--- config.mk ---
export PLATFORM = sky130hd
export DESIGN_NAME = grid_cell_neighbour_enumerator_top_flat
export DESIGN_NICKNAME = d
export VERILOG_FILES = /design/src/sv/gcne_pkg.sv /design/src/sv/gcne_req_if.sv /design/src/sv/gcne_rsp_if.sv /design/src/sv/gcne_csr_if.sv /design/src/sv/grid_cell_neighbour_enumerator_top.sv /design/src/sv/gcne_csr.sv /design/src/sv/gcne_seq.sv /design/src/sv/gcne_index.sv /design/src/flat_wrapper.sv
export SDC_FILE = /design/constraint.sdc
export NUM_CORES = 1
export LEC_CHECK = 0
export ABC_AREA = 1
export BUFFER_PORTS_ARGS = -buffer_cell sky130_fd_sc_hd__buf_2
export CORE_MARGIN = 2
export CORE_UTILIZATION = 40
export CTS_BUF_LIST = sky130_fd_sc_hd__clkbuf_4 sky130_fd_sc_hd__clkbuf_8
export DETAILED_ROUTE_END_ITERATION = 8
export GPL_ROUTABILITY_DRIVEN = 0
export SLEW_MARGIN = 20
export SYNTH_ARGS = -nofsm -noshare
export SYNTH_HDL_FRONTEND = slang
export SYNTH_SLANG_ARGS = --single-unit
--- constraint.sdc ---
create_clock -name clock -period 14.8 [get_ports clock]
set_input_delay 2.96 -clock clock [delete_from_list [all_inputs] [get_ports clock]]
set_output_delay 2.96 -clock clock [all_outputs]
set_load 0.05 [all_outputs]
--- src/sv/gcne_pkg.sv ---
package gcne_pkg;

   localparam int unsigned COORD_W = 6;
   localparam int unsigned DIM_W = 7;
   localparam int unsigned NC_W = COORD_W + 1;
   localparam int unsigned HD_W = 2 * DIM_W;
   localparam int unsigned PYZ_W = HD_W + 1;
   localparam int unsigned IDX_W = 18;
   localparam int unsigned NUM_CAND = 27;
   localparam int unsigned CAND_W = $clog2(NUM_CAND);
   localparam int unsigned REG_W = 2;

   typedef enum logic [REG_W-1:0] {
      REG_GRID_WIDTH = 2'd0,
      REG_GRID_HEIGHT = 2'd1,
      REG_GRID_DEPTH = 2'd2
   } reg_index_type;

   typedef enum logic [1:0] {
      STEP_NONE = 2'd0,
      STEP_DEC = 2'd1,
      STEP_INC = 2'd2
   } step_dir_type;

   typedef struct packed {
      step_dir_type dx;
      step_dir_type dy;
      step_dir_type dz;
   } step_type;

   // self, x-1 group, x+1 group, y-1, y+1, z-1, z+1
   localparam step_type STEP_TABLE [NUM_CAND] = '{
      '{STEP_NONE, STEP_NONE, STEP_NONE},
      '{STEP_DEC, STEP_NONE, STEP_NONE}, '{STEP_DEC, STEP_DEC, STEP_NONE},
      '{STEP_DEC, STEP_DEC, STEP_DEC}, '{STEP_DEC, STEP_DEC, STEP_INC},
      '{STEP_DEC, STEP_INC, STEP_NONE}, '{STEP_DEC, STEP_INC, STEP_DEC},
      '{STEP_DEC, STEP_INC, STEP_INC}, '{STEP_DEC, STEP_NONE, STEP_DEC},
      '{STEP_DEC, STEP_NONE, STEP_INC},
      '{STEP_INC, STEP_NONE, STEP_NONE}, '{STEP_INC, STEP_DEC, STEP_NONE},
      '{STEP_INC, STEP_DEC, STEP_DEC}, '{STEP_INC, STEP_DEC, STEP_INC},
      '{STEP_INC, STEP_INC, STEP_NONE}, '{STEP_INC, STEP_INC, STEP_DEC},
      '{STEP_INC, STEP_INC, STEP_INC}, '{STEP_INC, STEP_NONE, STEP_DEC},
      '{STEP_INC, STEP_NONE, STEP_INC},
      '{STEP_NONE, STEP_DEC, STEP_NONE}, '{STEP_NONE, STEP_DEC, STEP_DEC},
      '{STEP_NONE, STEP_DEC, STEP_INC},
      '{STEP_NONE, STEP_INC, STEP_NONE}, '{STEP_NONE, STEP_INC, STEP_DEC},
      '{STEP_NONE, STEP_INC, STEP_INC},
      '{STEP_NONE, STEP_NONE, STEP_DEC}, '{STEP_NONE, STEP_NONE, STEP_INC}
   };

   typedef struct packed {
      logic [DIM_W-1:0] w;
      logic [DIM_W-1:0] h;
      logic [DIM_W-1:0] d;
      logic [HD_W-1:0] hd;
   } dims_type;

   typedef struct packed {
      logic [CAND_W-1:0] cand;
      logic [COORD_W-1:0] x;
      logic [COORD_W-1:0] y;
      logic [COORD_W-1:0] z;
      logic last;
      logic oog;
   } pick_type;

   // neighbour along one axis stays inside the grid
   function automatic logic step_ok(logic [COORD_W-1:0] coord, step_dir_type dir,
                                    logic [DIM_W-1:0] dim);
      logic ok;
      case (dir)
         STEP_NONE: ok = 1'b1;
         STEP_DEC: ok = (coord != '0);
         STEP_INC: ok = ((NC_W'(coord) + NC_W'(1)) < dim);
         default: ok = 1'b0;
      endcase
      return ok;
   endfunction

   function automatic logic [NC_W-1:0] step_coord(logic [COORD_W-1:0] coord,
                                                  step_dir_type dir);
      logic [NC_W-1:0] nc;
      case (dir)
         STEP_NONE: nc = NC_W'(coord);
         STEP_DEC: nc = NC_W'(coord) - NC_W'(1);
         STEP_INC: nc = NC_W'(coord) + NC_W'(1);
         default: nc = NC_W'(coord);
      endcase
      return nc;
   endfunction

endpackage

--- src/sv/gcne_req_if.sv ---
interface gcne_req_if;
   logic valid;
   logic ready;
   logic [gcne_pkg::COORD_W-1:0] cell_x;
   logic [gcne_pkg::COORD_W-1:0] cell_y;
   logic [gcne_pkg::COORD_W-1:0] cell_z;

   modport source (output valid, output cell_x, output cell_y, output cell_z, input ready);
   modport sink (input valid, input cell_x, input cell_y, input cell_z, output ready);
endinterface

--- src/sv/gcne_rsp_if.sv ---
interface gcne_rsp_if;
   logic valid;
   logic ready;
   logic [gcne_pkg::IDX_W-1:0] neighbour_index;
   logic last_flag;
   logic out_of_grid;

   modport source (output valid, output neighbour_index, output last_flag,
                   output out_of_grid, input ready);
   modport sink (input valid, input neighbour_index, input last_flag,
                 input out_of_grid, output ready);
endinterface

--- src/sv/gcne_csr_if.sv ---
interface gcne_csr_if;
   logic valid;
   logic ready;
   logic [gcne_pkg::REG_W-1:0] index;
   logic [gcne_pkg::DIM_W-1:0] data;

   modport source (output valid, output index, output data, input ready);
   modport sink (input valid, input index, input data, output ready);
endinterface

--- src/sv/grid_cell_neighbour_enumerator_top.sv ---
// first response: the accepted request is registered in the sequencer, then passes index stages 2, 3 and 4
// throughput: one response per cycle while rsp_ch.ready is high, 1 to 27 responses per request
// the candidate sequencer accepts the next request in the cycle its last candidate leaves
// reset (synchronous, active high) empties the pipeline and sets all grid sizes to 64
module grid_cell_neighbour_enumerator_top #(
   parameter int MAX_DIM = 64
) (
   input logic clock,
   input logic reset,
   gcne_req_if.sink req_ch,
   gcne_rsp_if.source rsp_ch,
   gcne_csr_if.sink csr_ch
);

   gcne_pkg::dims_type dims;
   gcne_pkg::pick_type pick;
   logic pick_valid, pick_ready;

   gcne_csr #(.MAX_DIM(MAX_DIM)) u_csr (
      .clock(clock),
      .reset(reset),
      .csr_ch(csr_ch),
      .dims(dims)
   );

   gcne_seq u_seq (
      .clock(clock),
      .reset(reset),
      .req_ch(req_ch),
      .dims(dims),
      .pick_valid(pick_valid),
      .pick_ready(pick_ready),
      .pick(pick)
   );

   gcne_index u_index (
      .clock(clock),
      .reset(reset),
      .pick_valid(pick_valid),
      .pick_ready(pick_ready),
      .pick(pick),
      .dims(dims),
      .rsp_ch(rsp_ch)
   );

endmodule

--- src/sv/gcne_csr.sv ---
module gcne_csr #(
   parameter int MAX_DIM = 64
) (
   input logic clock,
   input logic reset,
   gcne_csr_if.sink csr_ch,
   output gcne_pkg::dims_type dims
);

   localparam logic [gcne_pkg::DIM_W-1:0] DIM_CAP =
      (MAX_DIM > 127) ? 7'd127 : gcne_pkg::DIM_W'(MAX_DIM);
   localparam logic [gcne_pkg::DIM_W-1:0] DIM_RESET = 7'd64;

   logic [gcne_pkg::DIM_W-1:0] width_ff, height_ff, depth_ff;
   logic [gcne_pkg::DIM_W-1:0] w_cl, h_cl, d_cl;
   logic [gcne_pkg::HD_W-1:0] hd_ff, hd_in;
   logic wr;

   assign csr_ch.ready = 1'b1;
   assign wr = csr_ch.valid && csr_ch.ready;

   always_ff @(posedge clock) begin
      if (reset) begin
         width_ff <= DIM_RESET;
         height_ff <= DIM_RESET;
         depth_ff <= DIM_RESET;
      end else if (wr) begin
         case (gcne_pkg::reg_index_type'(csr_ch.index))
            gcne_pkg::REG_GRID_WIDTH: width_ff <= csr_ch.data;
            gcne_pkg::REG_GRID_HEIGHT: height_ff <= csr_ch.data;
            gcne_pkg::REG_GRID_DEPTH: depth_ff <= csr_ch.data;
            default: ;
         endcase
      end
   end

   // saturate oversized dimensions
   assign w_cl = (width_ff > DIM_CAP) ? DIM_CAP : width_ff;
   assign h_cl = (height_ff > DIM_CAP) ? DIM_CAP : height_ff;
   assign d_cl = (depth_ff > DIM_CAP) ? DIM_CAP : depth_ff;

   // plane size, ready well before the first request reaches the multiply stage
   assign hd_in = gcne_pkg::HD_W'(h_cl) * gcne_pkg::HD_W'(d_cl);

   always_ff @(posedge clock) begin
      hd_ff <= hd_in;
   end

   assign dims.w = w_cl;
   assign dims.h = h_cl;
   assign dims.d = d_cl;
   assign dims.hd = hd_ff;

endmodule

--- src/sv/gcne_seq.sv ---
module gcne_seq (
   input logic clock,
   input logic reset,
   gcne_req_if.sink req_ch,
   input gcne_pkg::dims_type dims,
   output logic pick_valid,
   input logic pick_ready,
   output gcne_pkg::pick_type pick
);

   logic busy_ff;
   logic [gcne_pkg::NUM_CAND-1:0] mask_ff, mask_in, rest;
   logic [gcne_pkg::COORD_W-1:0] x_ff, y_ff, z_ff;
   logic oog_ff, oog_in;
   logic [gcne_pkg::CAND_W-1:0] cand;
   logic last, accept, emit;

   assign oog_in = (gcne_pkg::DIM_W'(req_ch.cell_x) >= dims.w)
                || (gcne_pkg::DIM_W'(req_ch.cell_y) >= dims.h)
                || (gcne_pkg::DIM_W'(req_ch.cell_z) >= dims.d);

   always_comb begin
      for (int c = 0; c < gcne_pkg::NUM_CAND; c++) begin
         mask_in[c] = gcne_pkg::step_ok(req_ch.cell_x, gcne_pkg::STEP_TABLE[c].dx, dims.w)
                   && gcne_pkg::step_ok(req_ch.cell_y, gcne_pkg::STEP_TABLE[c].dy, dims.h)
                   && gcne_pkg::step_ok(req_ch.cell_z, gcne_pkg::STEP_TABLE[c].dz, dims.d);
      end
      // outside the grid: a single flagged response
      if (oog_in) begin
         mask_in = gcne_pkg::NUM_CAND'(1);
      end
   end

   // lowest remaining candidate goes next
   always_comb begin
      cand = '0;
      for (int c = gcne_pkg::NUM_CAND - 1; c >= 0; c--) begin
         if (mask_ff[c]) begin
            cand = gcne_pkg::CAND_W'(c);
         end
      end
   end

   assign rest = mask_ff & (mask_ff - gcne_pkg::NUM_CAND'(1));
   assign last = (rest == '0);
   assign emit = busy_ff && pick_ready;
   assign req_ch.ready = !busy_ff || (pick_ready && last);
   assign accept = req_ch.valid && req_ch.ready;

   always_ff @(posedge clock) begin
      if (reset) begin
         busy_ff <= 1'b0;
      end else if (accept) begin
         busy_ff <= 1'b1;
      end else if (emit && last) begin
         busy_ff <= 1'b0;
      end
   end

   always_ff @(posedge clock) begin
      if (accept) begin
         mask_ff <= mask_in;
         x_ff <= req_ch.cell_x;
         y_ff <= req_ch.cell_y;
         z_ff <= req_ch.cell_z;
         oog_ff <= oog_in;
      end else if (emit) begin
         mask_ff <= rest;
      end
   end

   assign pick_valid = busy_ff;
   assign pick.cand = cand;
   assign pick.x = x_ff;
   assign pick.y = y_ff;
   assign pick.z = z_ff;
   assign pick.last = last;
   assign pick.oog = oog_ff;

endmodule

--- src/sv/gcne_index.sv ---
module gcne_index (
   input logic clock,
   input logic reset,
   input logic pick_valid,
   output logic pick_ready,
   input gcne_pkg::pick_type pick,
   input gcne_pkg::dims_type dims,
   gcne_rsp_if.source rsp_ch
);

   logic en2, en3, en4;
   logic v2_ff, v3_ff, v4_ff;

   logic [gcne_pkg::NC_W-1:0] nx2_ff, ny2_ff, nz2_ff, nx2_in, ny2_in, nz2_in;
   logic last2_ff, oog2_ff;

   logic [gcne_pkg::IDX_W-1:0] px3_ff;
   logic [gcne_pkg::NC_W+gcne_pkg::HD_W-1:0] px_full;
   logic [gcne_pkg::PYZ_W-1:0] pyz3_ff, pyz3_in;
   logic last3_ff, oog3_ff;

   logic [gcne_pkg::IDX_W-1:0] idx4_ff, idx4_in;
   logic last4_ff, oog4_ff;

   assign en4 = !v4_ff || rsp_ch.ready;
   assign en3 = !v3_ff || en4;
   assign en2 = !v2_ff || en3;
   assign pick_ready = en2;

   always_ff @(posedge clock) begin
      if (reset) begin
         v2_ff <= 1'b0;
         v3_ff <= 1'b0;
         v4_ff <= 1'b0;
      end else begin
         if (en2) v2_ff <= pick_valid;
         if (en3) v3_ff <= v2_ff;
         if (en4) v4_ff <= v3_ff;
      end
   end

   // stage 2: neighbour coordinates, forced to zero outside the grid
   always_comb begin
      nx2_in = gcne_pkg::step_coord(pick.x, gcne_pkg::STEP_TABLE[pick.cand].dx);
      ny2_in = gcne_pkg::step_coord(pick.y, gcne_pkg::STEP_TABLE[pick.cand].dy);
      nz2_in = gcne_pkg::step_coord(pick.z, gcne_pkg::STEP_TABLE[pick.cand].dz);
      if (pick.oog) begin
         nx2_in = '0;
         ny2_in = '0;
         nz2_in = '0;
      end
   end

   always_ff @(posedge clock) begin
      if (en2) begin
         nx2_ff <= nx2_in;
         ny2_ff <= ny2_in;
         nz2_ff <= nz2_in;
         last2_ff <= pick.last;
         oog2_ff <= pick.oog;
      end
   end

   // stage 3: x * plane and y * depth + z
   assign px_full = (gcne_pkg::NC_W + gcne_pkg::HD_W)'(nx2_ff)
                  * (gcne_pkg::NC_W + gcne_pkg::HD_W)'(dims.hd);
   assign pyz3_in = gcne_pkg::PYZ_W'(ny2_ff) * gcne_pkg::PYZ_W'(dims.d)
                  + gcne_pkg::PYZ_W'(nz2_ff);

   always_ff @(posedge clock) begin
      if (en3) begin
         px3_ff <= px_full[gcne_pkg::IDX_W-1:0];
         pyz3_ff <= pyz3_in;
         last3_ff <= last2_ff;
         oog3_ff <= oog2_ff;
      end
   end

   // stage 4: final sum into the output register
   assign idx4_in = px3_ff + gcne_pkg::IDX_W'(pyz3_ff);

   always_ff @(posedge clock) begin
      if (en4) begin
         idx4_ff <= idx4_in;
         last4_ff <= last3_ff;
         oog4_ff <= oog3_ff;
      end
   end

   assign rsp_ch.valid = v4_ff;
   assign rsp_ch.neighbour_index = idx4_ff;
   assign rsp_ch.last_flag = last4_ff;
   assign rsp_ch.out_of_grid = oog4_ff;

endmodule

--- src/flat_wrapper.sv ---
// flat-port wrapper written by rule: the top's interface ports become plain ports
module grid_cell_neighbour_enumerator_top_flat 
#(
   parameter int MAX_DIM = 64
)
  (clock, reset, req_ch_valid, req_ch_cell_x, req_ch_cell_y, req_ch_cell_z, req_ch_ready, rsp_ch_valid, rsp_ch_neighbour_index, rsp_ch_last_flag, rsp_ch_out_of_grid, rsp_ch_ready, csr_ch_valid, csr_ch_index, csr_ch_data, csr_ch_ready);
  gcne_req_if req_ch_i ();
  gcne_rsp_if rsp_ch_i ();
  gcne_csr_if csr_ch_i ();
  input logic clock;
  input logic reset;
  input wire logic [$bits(req_ch_i.valid)-1:0] req_ch_valid;
  input wire logic [$bits(req_ch_i.cell_x)-1:0] req_ch_cell_x;
  input wire logic [$bits(req_ch_i.cell_y)-1:0] req_ch_cell_y;
  input wire logic [$bits(req_ch_i.cell_z)-1:0] req_ch_cell_z;
  output wire logic [$bits(req_ch_i.ready)-1:0] req_ch_ready;
  output wire logic [$bits(rsp_ch_i.valid)-1:0] rsp_ch_valid;
  output wire logic [$bits(rsp_ch_i.neighbour_index)-1:0] rsp_ch_neighbour_index;
  output wire logic [$bits(rsp_ch_i.last_flag)-1:0] rsp_ch_last_flag;
  output wire logic [$bits(rsp_ch_i.out_of_grid)-1:0] rsp_ch_out_of_grid;
  input wire logic [$bits(rsp_ch_i.ready)-1:0] rsp_ch_ready;
  input wire logic [$bits(csr_ch_i.valid)-1:0] csr_ch_valid;
  input wire logic [$bits(csr_ch_i.index)-1:0] csr_ch_index;
  input wire logic [$bits(csr_ch_i.data)-1:0] csr_ch_data;
  output wire logic [$bits(csr_ch_i.ready)-1:0] csr_ch_ready;
  assign req_ch_i.valid = req_ch_valid;
  assign req_ch_i.cell_x = req_ch_cell_x;
  assign req_ch_i.cell_y = req_ch_cell_y;
  assign req_ch_i.cell_z = req_ch_cell_z;
  assign req_ch_ready = req_ch_i.ready;
  assign rsp_ch_valid = rsp_ch_i.valid;
  assign rsp_ch_neighbour_index = rsp_ch_i.neighbour_index;
  assign rsp_ch_last_flag = rsp_ch_i.last_flag;
  assign rsp_ch_out_of_grid = rsp_ch_i.out_of_grid;
  assign rsp_ch_i.ready = rsp_ch_ready;
  assign csr_ch_i.valid = csr_ch_valid;
  assign csr_ch_i.index = csr_ch_index;
  assign csr_ch_i.data = csr_ch_data;
  assign csr_ch_ready = csr_ch_i.ready;
  grid_cell_neighbour_enumerator_top #(.MAX_DIM(MAX_DIM)) u_core (.clock(clock), .reset(reset), .req_ch(req_ch_i), .rsp_ch(rsp_ch_i), .csr_ch(csr_ch_i));
endmodule
==> flow_summary.ini <==
[synthesis]
synth_seq_cells = 163
synth_area_per_cell_um2 = 8.82
seq_area_frac_synth = 0.305
synth_ff_type = edfxtp_1
synth_cell_type_count = 50
synth_edf_count = 124
synthArstFlopShare = 0
yosysWarnings = 0
syn_area_um2 = 14800
synthCells = 1674
synth.net_count = 2003

[route]
remaining_drc_errors = 0
drt-initial-drc-count = 476
drt-vias-per-instance = 4.93
wirelength_um = 30700
via_count = 10900
wl_per_cell_um = 13.9
drt_pre_antenna_iters = 5
ant_nets = 0

[critical_path]
critPathMaxFanout = 26
crit_slowest_cell = nand2_1
path_class = primary input to primary output
cp-end-kind = primary output
critical-path-max-stage-delay_ns = 0.58
cp_cell_sequence = buf_2 -> inv_1 -> nand2_1 -> nor2_1 -> nand2_2 -> nand2_2 -> nand2_2 -> buf_2
arrival_ns = 5.08
crit_family = simple AND/OR/NAND/NOR gates
crit_buf_inv = 3
start_kind = primary input
path_common_cell = nand2_2
worst_ep_required_time_ns = 11.84

[final_layout]
fill_cells = 3598
seq_area_um2 = 4500
diodes = 0
multi_input_area_um2 = 8930
syn_to_final_growth_pct = 8.17
finish.instance_area_um2 = 16000
final_cell_mix = 315 x inv_1, 295 x nand2_1, 181 x ha_1
final_common_cell = inv_1
drive_gt1_frac = 0.0711
fin_cells = 2212
final_nets = 2060

[grt]
grt_overflow = 0
grtUsageTotal = 0.168
antenna_found_initial = 0
grt_first_pass_wirelength_um = 52400
grt_pass1_vias = 11000
grt_max_degree = 46

[die]
core-area_um2 = 36500
placementRows = 70
die_w_um = 196
die_y_um = 196
ios = 55
start_util = 0.404
die_area_um2 = 38500

[flow_run]
cap_violations = 0

[clocking]
cts_max_path_buffers = 2
clk_latency_ns = 0.49
cts_buffers = 17
clock-sinks = 163
cts_resized = 0
cts_root_buf = clkbuf_8
htreeDepth = 4
cts.clk_slew.worst_paths_ns = 0.10
cts_tree = done
postCtsSetupRepairBufs = 0
hold_buffers = 0

[placed_design]
place_ws_ns = 6.38
place.port_buffers = 53
place_inst = 2179
place_area_um2 = 15600
dp_hpwl_um = 24600

[sta]
setup_tns_ns = 0
worst_pin_slew_ns = 1.05
fin_skew_ns = 0.0272
min_period_ns = 8.04
max_freq_ghz = 0.124
setup_viol = 0
rsz0062_at_grt = no
fin_ws_ns = 6.76
slew_violations = 0
hold_viol = 0
relSlewSlack = 0.300
fin_crit_sh = 0.544

[worst_hold_path]
hold_class = flop to flop

[pwr]
powerDensity_nw_per_um2 = 90.7
leakage_nw = 8.25
vdd_drop_max_v = 0.0000682
total_power_w = 0.00145

[run_status]
outcome = complete, no violations
[cell families (layout without fill, tap and decap cells)]
kind of cell    Yosys count  in the layout  synth area share
other cells               1              1          0.000254
flops                   163            163             0.305
simple gates            535            535             0.150
xor+xnor                 82             82            0.0486
fa+ha+maj               297            297             0.311
buf+inv                 350            420            0.0908
compound gates          246            246            0.0941
[state kept, by name, indices dropped and copies added (netlist names), 6 cells and up]
signal                                 cells
u_core.u_csr.depth_ff                      7
u_core.u_csr.hd_ff                        14
u_core.u_csr.height_ff                     7
u_core.u_csr.width_ff                      7
u_core.u_index.nx2_ff                      7
u_core.u_index.ny2_ff                      7
u_core.u_index.nz2_ff                      7
u_core.u_index.px3_ff                     18
u_core.u_index.pyz3_ff                    15
u_core.u_index.rsp_ch.neighbour_index     18
u_core.u_seq.mask_ff                      27
u_core.u_seq.x_ff                          6
u_core.u_seq.y_ff                          6
u_core.u_seq.z_ff                          6
[metal layers]
| layer | vias to the layer above | track usage | routed length (um) |
|---|---|---|---|
| li1 | 5471 | - | - |
| met1 | 5181 | 0.215 | 14100 |
| met2 | 209 | 0.295 | 14800 |
| met3 | 38 | 0.0316 | 1350 |
| met4 | 0 | 0.0384 | 450 |
| met5 | - | 0 | 0 |
[final cells by class]
cell class	count	share of cell area
clock buffers	18	0.0151
clock inverters	14	0.0103
inverters	329	0.0776
multi-input cells	1161	0.559
flip-flops and latches	163	0.282
well taps	468	0.0367
repair buffers	59	0.0194
[worst paths after layout]
check | startpoint | endpoint | slack, ns | cells past startpoint
setup / recovery | rsp_ch_ready | req_ch_ready | 6.76 | 8
hold / removal | u_core.u_index.last3_ff | u_core.u_index.rsp_ch.last_flag | 0.43 | 0
setup reg to reg | u_core.u_csr.depth_ff[6] | u_core.u_index.pyz3_ff[14] | 9.20 | 24
hold reg to reg | u_core.u_index.last3_ff | u_core.u_index.rsp_ch.last_flag | 0.43 | 0
[report_power, final]
part / internal [W] / switching (W) / total [W]
clock network: 0.000157 / 0.000185 / 0.000342
logic: 0.000158 / 0.000305 / 0.000464
registers: 0.000584 / 0.0000583 / 0.000643
[synthesized netlist by cell type (all sizes together), types with 5 or more instances]
cell type	n	area, um2
inv	325	1220
nand2	303	1170
ha	181	2260
nor2	165	662
edfxtp	124	3720
fa	116	2320
a21oi	101	505
o21ai	85	429
xor2	58	508
dfxtp	39	781
nand3	32	160
xnor2	24	210
clkbuf	16	60.1
o21a	15	113
nand4	12	75.1
o22ai	10	75.1
nor3	8	40.0
a21boi	6	45.0
a31oi	6	37.5
a21o	5	37.5
buf	5	41.3
o21bai	5	37.5
[per-stage QoR]
stage	hold WS, ns	utilization
after floorplan	0.400	-
after global placement	0.406	0.426
after detailed placement	0.407	0.426
after CTS	0.429	0.437
after global routing	0.437	0.437
final	0.427	0.437
[worst register-to-register path, stage by stage, from the launching register on]
cell and delay [ns]:
dfxtp_1 0.75, o31ai_1 0.16, inv_1 0.12, nor2_1 0.12
inv_2 0.25, nor2_1 0.11, fa_1 0.43, fa_1 0.54
inv_1 0.05, fa_1 0.46, fa_1 0.54, inv_1 0.04
ha_1 0.33, nand2_1 0.06, o21ai_0 0.26, a21oi_1 0.11
inv_1 0.06, a21oi_1 0.08, o21ai_0 0.29, nand3_1 0.11
nand2_1 0.11, a21oi_1 0.07, nor2_1 0.08, nor2_1 0.05
xnor2_1 0.15
No activity file was read; power rests on OpenSTA's default activity.
